`src/sv/bpe_pkg.sv`:
```
// shared types and constants of the bit error pattern enumerator
`default_nettype none
package bpe_pkg;
    localparam int MaxWeight    = 16;
    localparam int MaxPositions = 1024;
    localparam int BaseWords    = 16;
    localparam int PosW         = 10;
    localparam int CntW         = 11;
    localparam int WgtW         = 5;
    localparam int IdxW         = 4;

    typedef enum logic [1:0] {
        OP_LOAD  = 2'd0,
        OP_START = 2'd1,
        OP_NEXT  = 2'd2,
        OP_NONE  = 2'd3
    } op_t;

    localparam logic [1:0] REG_WEIGHT = 2'd0;
    localparam logic [1:0] REG_COUNT  = 2'd1;
    localparam logic [1:0] REG_UNIQUE = 2'd2;

    // command handed from front to back
    typedef struct packed {
        logic       start;
        logic [4:0] weight;
        logic [10:0] count;
        logic       uniq;
    } cmd_t;
endpackage
`default_nettype wire

```
`src/sv/bpe_front.sv`:
```
// front end: config registers, base vector loads, command queue
`default_nettype none
module bpe_front (
    input  wire logic                clk,
    input  wire logic                rst_n,
    input  wire logic                cfg_we,
    input  wire logic [1:0]          cfg_index,
    input  wire logic [10:0]         cfg_data,
    input  wire logic                s_tvalid,
    output logic                     s_tready,
    input  wire logic [1:0]          s_tuser,
    input  wire logic [71:0]         s_tdata,
    output logic                     q_valid,
    input  wire logic                q_ready,
    output bpe_pkg::cmd_t            q_cmd,
    input  wire logic [5:0]          base_word_sel,
    output logic [63:0]              base_word
);
    import bpe_pkg::*;

    logic [4:0]  weight_reg;
    logic [10:0] count_reg;
    logic        unique_reg;
    logic [63:0] base_reg [BaseWords];
    // two-entry command queue
    cmd_t        qd_reg [2];
    logic        qwr_reg, qrd_reg;
    logic [1:0]  qcnt_reg;
    logic [1:0]  op;
    logic        accept, push, pop;
    cmd_t        cmd;

    assign op       = s_tuser;
    // a load waits until the command queue is empty and the back end is idle
    assign s_tready = (qcnt_reg != 2'd2) &&
                      (op != OP_LOAD || (qcnt_reg == 2'd0 && q_ready));
    assign accept   = s_tvalid && s_tready;
    assign push     = accept && (op == OP_START || op == OP_NEXT);
    assign pop      = q_valid && q_ready;
    assign q_valid  = (qcnt_reg != 2'd0);
    assign q_cmd    = qd_reg[qrd_reg];
    assign base_word = base_word_sel[5:4] == 2'd0 ? base_reg[base_word_sel[3:0]] : 64'd0;

    // latch weight and count saturated
    always_comb
    begin
        cmd.start  = (op == OP_START);
        cmd.weight = (weight_reg > 5'(MaxWeight)) ? 5'(MaxWeight) : weight_reg;
        cmd.count  = (count_reg > 11'(MaxPositions)) ? 11'(MaxPositions) : count_reg;
        cmd.uniq   = unique_reg;
    end

    // config registers
    always_ff @(posedge clk or negedge rst_n)
    begin
        if (!rst_n)
        begin
            weight_reg <= 5'd1;
            count_reg  <= 11'd1024;
            unique_reg <= 1'b0;
        end
        else if (cfg_we)
        begin
            unique case (cfg_index)
                REG_WEIGHT: weight_reg <= cfg_data[4:0];
                REG_COUNT:  count_reg  <= cfg_data;
                REG_UNIQUE: unique_reg <= cfg_data[0];
                default: ;
            endcase
        end
    end

    // base vector
    always_ff @(posedge clk or negedge rst_n)
    begin
        if (!rst_n)
        begin
            for (int i = 0; i < BaseWords; i++)
            begin
                base_reg[i] <= 64'd0;
            end
        end
        else if (accept && op == OP_LOAD)
        begin
            base_reg[s_tdata[3:0]] <= s_tdata[67:4];
        end
    end

    // queue control
    always_ff @(posedge clk or negedge rst_n)
    begin
        if (!rst_n)
        begin
            qwr_reg  <= 1'b0;
            qrd_reg  <= 1'b0;
            qcnt_reg <= 2'd0;
        end
        else
        begin
            if (push)
            begin
                qwr_reg <= ~qwr_reg;
            end
            if (pop)
            begin
                qrd_reg <= ~qrd_reg;
            end
            qcnt_reg <= qcnt_reg + {1'b0, push} - {1'b0, pop};
        end
    end

    always_ff @(posedge clk)
    begin
        if (push)
        begin
            qd_reg[qwr_reg] <= cmd;
        end
    end
endmodule
`default_nettype wire

```
`config.mk`:
```
export PLATFORM = sky130hd
export DESIGN_NAME = bpe_front
export DESIGN_NICKNAME = d
export VERILOG_FILES = /design/src/sv/bpe_pkg.sv /design/src/sv/bpe_front.sv
export SDC_FILE = /design/constraint.sdc
export NUM_CORES = 1
export LEC_CHECK = 0
export BUFFER_PORTS_ARGS = -buffer_cell sky130_fd_sc_hd__buf_2
export CORE_MARGIN = 4
export CORE_UTILIZATION = 28
export DETAILED_ROUTE_END_ITERATION = 16
export GPL_TIMING_DRIVEN = 1
export PLACE_DENSITY = 0.43
export SLEW_MARGIN = 20
export SYNTH_ARGS = -nofsm -noshare
export SYNTH_HDL_FRONTEND = slang
export SYNTH_SLANG_ARGS = --single-unit
```
`constraint.sdc`:
```
create_clock -name clk -period 5.7 [get_ports clk]
set_input_delay 0.855 -clock clk [delete_from_list [all_inputs] [get_ports clk]]
set_output_delay 0.855 -clock clk [all_outputs]
set_load 0.02 [all_outputs]
```
-- After elaboration in Yosys (flattened, before gate mapping)
Memories as Yosys holds them, arrays and structs flattened.
Cells that the tools add are included.
- $add $sub $neg: 2
- magnitude comparators: 5
- equality and inequality tests: 5
- muxes and demuxes: 11
- bitwise operators: 4
- reduce and logical (&&, ||, !) cells: 18
- operator list (cell ; count):
    bitwise mux 1024 bit ; 1
    binary-select mux 64 bit (select 4 bit) ; 1
    demux 64 bit (select 4 bit) ; 1
    two-way mux 64 bit ; 4
    > comparator 11 bit (second input constant) ; 1
    two-way mux 11 bit ; 1
    >= comparator 5 bit (second input constant) ; 2
    inverter 4 -> 5 bit ; 2
    logical NOT 2 bit ; 4
    logical AND 1 bit ; 7
    AND reduction 2 bit ; 3
    > comparator 5 bit (second input constant) ; 1
    < comparator 5 x 1 -> 1 bit (second input constant) ; 1
    two-way mux 5 bit ; 1
    == test 2 x 1 -> 1 bit (second input constant) ; 2
    == test 2 bit (second input constant) ; 2
    nonzero test 2 bit ; 2
    adder 2 x 1 -> 2 bit ; 1
    logical OR 1 bit ; 2
    two-way mux 1 bit ; 2
    != test 2 bit (second input constant) ; 1
    inverter 1 bit ; 2
    subtractor 2 x 1 -> 2 bit ; 1
- register bits: 1045
- bits in writable memories: 36
- input port bits: 98
- output and inout bits: 84
- logic and storage cells: 68
- memories kept: 1
- memories (name ; words ; width ; rd ports ; clocked after Yosys merged registers in ; write ports ; line ; source):
    qd_reg ; 2 ; 18 ; 1 ; 0 ; 1 ; bpe_front.sv:26 ; cmd_t qd_reg [2];

-- Depth between registers and ports, before layout
Gate-level depths: netlist (run 1).
- word-level depth: 8
- mapped depth: 9
- mapped depth without buffers: 9

-- Least setup slack after synthesis (run 1)
No wires, ideal clock.
- path type: input to output
- start: input base_word_sel[0]
- end: output base_word[21]
- arrival: 2.619 ns
- data required time: 4.845 ns
- path slack: 2.226 ns
- stages on the path: 7
- path buffers: 3
- path through: buf_2 buf_2 buf_1 mux2i_1 a22oi_1 nand2_1 o21ai_0
- cells in the longest elaborated chain, start to end: 5
- ends and longest elaborated chain (what ; line ; source):
    from (decl) ; bpe_front.sv:16 ; input wire logic [5:0] base_word_sel,
    inverter 4 -> 5 bit (not written as such) ; bpe_front.sv:42 ; assign base_word = base_word_sel[5:4] == 2'd0 ? base_reg[base_word_sel[3:0]] : 64'd0;
    binary-select mux 64 bit (select 4 bit) ; bpe_front.sv:42 ;
    two-way mux 64 bit (not written as such) (2 in a row) ; bpe_front.sv:42 ;
    two-way mux 64 bit ; bpe_front.sv:42 ;
    to (decl) ; bpe_front.sv:17 ; output logic [63:0] base_word
No other way between the ends. The select of a mux whose other input is x is not followed.

-- Final worst setup path (run 1)
- start: input base_word_sel[2]
- end: output base_word[46]
Same word-level chain as after synthesis.

==> run_results.csv, run 1 <==
group,metric,value,unit
placed_design,postPlaceCellArea,52500,µm²
synth,synthDominantCellAreaShare,53.5,%
synth,asyncSetResetFlopFracSynth,96.7,%
timing,worst_slew_pin_slew,1.12,ns
power_and_ir_drop,share_comb_of_total_power,10.1,%
critical_path,critical_path_class,"input port to output pin",
floorplan,chipWidth,425,µm
clock_tree,worst_skew_pair.late_latency,0.76,ns
timing,relSlewSlack,25.5,%
critical_path,critical_path.n_buffers_inverters,4,
finish,finalInstanceArea,56900,µm²
power_and_ir_drop,p_seq_share,45.6,%
clock_tree,clock-root-buffer,"clkbuf_16",
drt,detail_route.first_pass.iterations,4,
synth,yosys_most_used_dff,"dfrtp_1",
critical_path,critical_path.slowest_cell,"nor2b_4",
flow_run,timing.max_cap.violations,0,
timing,timing.final.hold_violations,0,
clock_tree,clk_path_buf_depth,3,
clock_tree,cts.hold.buffers_added,0,
grt,grt_max_degree,166,
outcome,run_status,"complete, no violations",
clock_tree,path_clk_slew,0.06,ns
synth,syn-mean-instance-area,14.1,µm²
synth,synth-edff-count,36,
timing,setup_violations,0,
finish,largest_register_ffs,1024,
clock_tree,clk_sink_count,1081,
critical_path,critical_path.endpoint_type,"output pin",
drt,drt-wirelength-per-cell,23.6,µm
floorplan,floorplan.core_area,172000,µm²
power_and_ir_drop,internal_power,0.0143,W
critical_path,worst-path-max-fanout,18,
timing,final_critical_path_setup_slack,1.50,ns
drt,drt_wl_total,141000,µm
power_and_ir_drop,power.leakage,28.5,nW
critical_path,worstPathCellList,"buf_2 > nor2b_4 > buf_4 > buf_4 > a22oi_1 > nand2_1 > o22ai_1 > buf_2",
placed_design,dpl_wire_length,77000,µm
placed_design,numPortBuffers,177,
grt,antenna_found_initial,27,
grt,first_pass_grt_wire_length,212000,µm
timing,unrepaired_setup_endpoints_after_global_routing,"false",
clock_tree,number_of_clock_buffers_inserted_by_tritoncts,133,
grt,grt_overflow,0,
floorplan,floorplan.rows,152,
timing,timing_max_transition_violations_final,0,
critical_path,critical_path.top_delay_family,"buffers and inverters",
finish,design.final.nets,3667,
clock_tree,post_cts_gate_resize_count,0,
floorplan,dieArea,181000,µm²
floorplan,starting_density_of_the_core,28.3,%
floorplan,die-height,425,µm
clock_tree,tritoncts,"built",
critical_path,worst_setup_path_start_kind,"input port",
synth,seq_area_frac_synth,55.9,%
synth,synth_top_cell_by_area,"dfrtp_1",
critical_path,required,4.85,ns
synth,post_synthesis_cells,3453,
critical_path,critPathArrivalTime,3.34,ns
synth,postSynthRegisterBits,1081,
drt,num_vias,28800,
placed_design,dpl.cell_count,5738,
placed_design,place.gp.congestion,0.663,
timing,fmax_achieved,238,MHz
clock_tree,cts_post_setup_buffers_inserted,0,
synth,synthMostInstantiatedCell,"mux2_2",
synth,netlist-cell-type-count,35,
synth,synthesis.yosys.warnings,0,
synth,syn-cell-area,48800,µm²
synth,synth.area.top_cells,"dfrtp_1, mux2_2, mux2i_1",
finish,final_cells,5975,
power_and_ir_drop,switching_power,0.00466,W
drt,drt.antenna.violating_nets,0,
power_and_ir_drop,switching_part_of_the_total_power,24.6,%
finish,post_route_cells_drive_above_1_share,42.2,%
floorplan,num_io_pins,182,
synth,synth.top_cells.by_count,"mux2_2, dfrtp_1, mux2i_1",
finish,area_delta_synth_final,16.7,%
critical_path,slowest_stage_delay_cp,0.75,ns
grt,via_count_of_the_first_global_routing_pass,31300,
finish,postLayoutCoreUtil,33.0,%
clock_tree,h-tree-depth,4,
drt,vias_per_cell,4.82,
timing,setup_total_negative_slack,0,ns
timing,clock_skews,0.0251,ns
power_and_ir_drop,cellPowerDensity,333,nW/µm²
placed_design,place_worst_setup_slack,1.43,ns
grt,global_route.usage.total,15.6,%
drt,post-route-drc-count,0,
synth,mappedNetlistNets,3555,
min_path,min_path_type,"input port to async pin",
power_and_ir_drop,pwr-share-clk,44.2,%
timing,fin_crit,4.20,ns
timing,period_share,73.7,%
power_and_ir_drop,peakVddDrop,280,µV
drt,drtIter0Drc,1228,
per-layer routing:
layer  vias up  track usage, %  share of wire [%]
met5         -               0              0.048
met4         8            4.11                2.2
met3       200            2.29                2.2
met2       324            27.4                 50
met1     15300            20.2                 45
li1      12900               -                  -
worst reg2reg max path: stages, from the launching register on:
cell and delay, ns:
dfrtp_1 0.39, or2_1 0.32, nor4_4 0.83, nand3_4 0.81
buf_4 0.57, mux2_2 0.35
final timing paths:
kind,startpoint,endpoint,slack (ns),cells past startpoint
max,base_word_sel[2],base_word[46],1.50,8
min,rst_n,base_reg[283],0.06,1
max reg2reg,qcnt_reg[1],base_reg[329],2.31,5
min reg2reg,unique_reg,qd_reg[1][0],0.46,0
max in group asynchronous,rst_n,qcnt_reg[1],4.09,2
min in group clk,cfg_data[8],count_reg[8],0.34,2
metrics by stage:
stage	power, W	hold slack, ns
2_1_floorplan	0.00999	0.437
3_3_place_gp	0.0107	0.443
3_5_place_dp	0.0107	0.455
4_1_cts	0.0193	0.0408
5_1_grt	0.0198	0.0721
6_report	0.0189	0.0646
cells by family (layout without fill, tap and decap cells):
kind of cell / after synthesis / after routing / share of synthesized area, %
compound gates: 321 / 321 / 4.73
xor+xnor: 4 / 4 / 0.0719
fa+ha+maj: 4 / 4 / 0.103
buf+inv: 305 / 514 / 2.49
flops: 1081 / 1081 / 55.9
mux: 1563 / 1563 / 35.0
other cells: 0 / 3 / 0
simple gates: 175 / 175 / 1.73
area by class of cell:
type	instances	area, µm²
clock buffer	203	4020
inverter	7	26.3
tap	2310	2890
fill	17200	115000
multi-input combinational	2067	20400
timing repair buffer	275	1980
clock inverter	29	305
antenna	3	7.51
sequential	1081	27200
power by group through the flow:
| stage | clock [W] | sequential, W | combinational [W] |
|---|---|---|---|
| detailed placement | 0 | 0.00877 | 0.00196 |
| global route | 0.00895 | 0.00871 | 0.00213 |
| floorplan | 0 | 0.00866 | 0.00133 |
| CTS | 0.00869 | 0.00864 | 0.00196 |
| finish | 0.00837 | 0.00863 | 0.00192 |
| global placement | 0 | 0.00876 | 0.00194 |
cell usage in the layout (no fill, tap or decap), types with 3 or more instances in the layout:
master and n:
a221oi_1 8, dfrtp_1 1043, clkbuf_16 141, o22ai_1 56
nand2_4 4, buf_16 3, ha_1 4, a22oi_1 240
buf_4 73, inv_6 4, mux4_2 8, inv_1 7
clkbuf_8 26, clkinv_1 3, mux2_2 1048, nand2_1 121
clkbuf_1 36, clkinv_2 14, o21ai_0 16, mux2_1 11
diode_2 3, nand3_4 6, nand3b_1 6, nor2b_1 17
buf_12 22, edfxtp_1 36, nor2_1 4, clkinv_8 3
mux2i_1 496, buf_2 175, xnor2_1 3, bufinv_16 4
Note: power is estimated with default switching activity, not from simulation.
==> inputs of run 2 (changes only) <==
PLACE_DENSITY = 0.45   (was 0.43)
clock period = 3.4 ns   (was 5.7 ns; I/O delays follow)
==> run_results.csv, run 2 (synthesis gave the netlist of run 1 again) <==
group,metric,value,unit
drt,num_vias,29000,
finish,mostFrequentLayoutCell,"mux2_2",
timing,period_share,85.8,%
clock_tree,h-tree-depth,3,
placed_design,dpl.cell_count,5782,
clock_tree,path_clk_slew,0.06,ns
clock_tree,clock-root-buffer,"clkbuf_16",
timing,timing_max_transition_violations_final,0,
grt,grt_max_degree,118,
drt,drt.antenna.violating_nets,0,
floorplan,dieArea,181000,µm²
clock_tree,worst_skew_pair.late_latency,0.74,ns
drt,vias_per_cell,4.80,
clock_tree,number_of_clock_buffers_inserted_by_tritoncts,121,
grt,grt_overflow,0,
floorplan,num_io_pins,182,
timing,fmax_achieved,343,MHz
timing,unrepaired_setup_endpoints_after_global_routing,"false",
clock_tree,clk_sink_count,1081,
finish,top_library_cells_by_usage_in_the_layout_fill_and_taps_aside,"mux2_2, dfrtp_1, mux2i_1, a22oi_1, buf_2",
critical_path,critical_path.endpoint_type,"output pin",
finish,design.final.nets,3709,
grt,via_count_of_the_first_global_routing_pass,31200,
timing,relSlewSlack,38.5,%
clock_tree,post_cts_gate_resize_count,0,
clock_tree,clk_path_buf_depth,3,
placed_design,dpl_wire_length,79000,µm
flow_run,timing.max_cap.violations,0,
finish,final_cells,6026,
power_and_ir_drop,peakVddDrop,465,µV
timing,setup_total_negative_slack,0,ns
grt,global_route.usage.total,15.5,%
critical_path,critPathArrivalTime,2.41,ns
critical_path,critical_path_class,"input port to output pin",
floorplan,starting_density_of_the_core,28.3,%
drt,drt-wirelength-per-cell,23.3,µm
finish,postLayoutCoreUtil,33.4,%
floorplan,floorplan.core_area,172000,µm²
outcome,run_status,"complete, no violations",
clock_tree,tritoncts,"built",
timing,timing.final.hold_violations,0,
floorplan,chipWidth,425,µm
placed_design,place.gp.congestion,0.679,
power_and_ir_drop,power.leakage,28.8,nW
finish,area_delta_synth_final,18.2,%
timing,worst_slew_pin_slew,0.923,ns
critical_path,worst_setup_path_start_kind,"input port",
placed_design,numPortBuffers,177,
floorplan,die-height,425,µm
power_and_ir_drop,cellPowerDensity,546,nW/µm²
timing,setup_violations,0,
timing,fin_crit,2.92,ns
drt,post-route-drc-count,0,
finish,largest_register_ffs,1024,
grt,first_pass_grt_wire_length,212000,µm
finish,post_route_cells_drive_above_1_share,43.0,%
critical_path,worst-path-max-fanout,22,
min_path,min_path_type,"input port to register",
floorplan,floorplan.rows,152,
critical_path,required,2.89,ns
drt,drtIter0Drc,1159,
drt,detail_route.first_pass.iterations,4,
drt,drt_wl_total,140000,µm
timing,clock_skews,0.0376,ns
grt,antenna_found_initial,24,
run 2: final cells by class:
class | instances | area, µm²
fillers | 17100 | 115000
repair buffers | 329 | 2800
well taps | 2310 | 2890
inverters | 7 | 26.3
clock inverters | 44 | 596
flip-flops and latches | 1081 | 27200
multi-input cells | 2067 | 20400
diodes | 7 | 17.5
clock buffers | 181 | 3600
run 2: through the flow:
stage	power [W]	cell area (µm²)	worst slack [ns]	hold WS [ns]
global placement	0.0180	53300	0.426	0.444
detailed placement	0.0181	53300	0.430	0.438
finish	0.0314	57600	0.482	0.116
floorplan	0.0167	48800	0.616	0.214
CTS	0.0320	57600	0.421	0.0379
global route	0.0329	57600	0.414	0.0872
run 2: metal layers:
| layer | vias up | share of wire [%] | GRT usage, % |
|---|---|---|---|
| met2 | 341 | 51 | 27.3 |
| met3 | 166 | 2.9 | 2.27 |
| met4 | 4 | 1.6 | 3.11 |
| met1 | 15400 | 45 | 20.1 |
| met5 | - | 0.016 | 0 |
| li1 | 13000 | - | - |
run 2: timing repair:
item	in CTS	in global routing
buffers inserted	0	0
hold endpoints to repair	139	0
hold buffers	12	0
run 2: critical path: stages:
cell     delay, ns
buf_2         0.12
or3_4         0.60
buf_4         0.38
o22ai_1       0.49
buf_2         0.26
run 2: final timing paths:
path                                   from       endpoint  slack [ns]  cells past startpoint
setup / recovery           base_word_sel[3]  base_word[13]        0.48                      5
hold / removal                   s_tuser[0]  qd_reg[1][17]        0.12                      2
setup reg to reg                qcnt_reg[1]   base_reg[30]        0.81                      6
hold reg to reg                  unique_reg   qd_reg[1][0]        0.47                      0
max in group asynchronous             rst_n   count_reg[5]        2.08                      3
min in group asynchronous             rst_n  base_reg[727]        0.24                      2
run 2: report_power, final:
group / total [W] / switching, W / internal (W)
sequential: 0.0145 / 0.000512 / 0.0140
clock: 0.0137 / 0.00554 / 0.00814
combinational: 0.00328 / 0.00171 / 0.00156
total: 0.0314 / 0.00776 / 0.0237
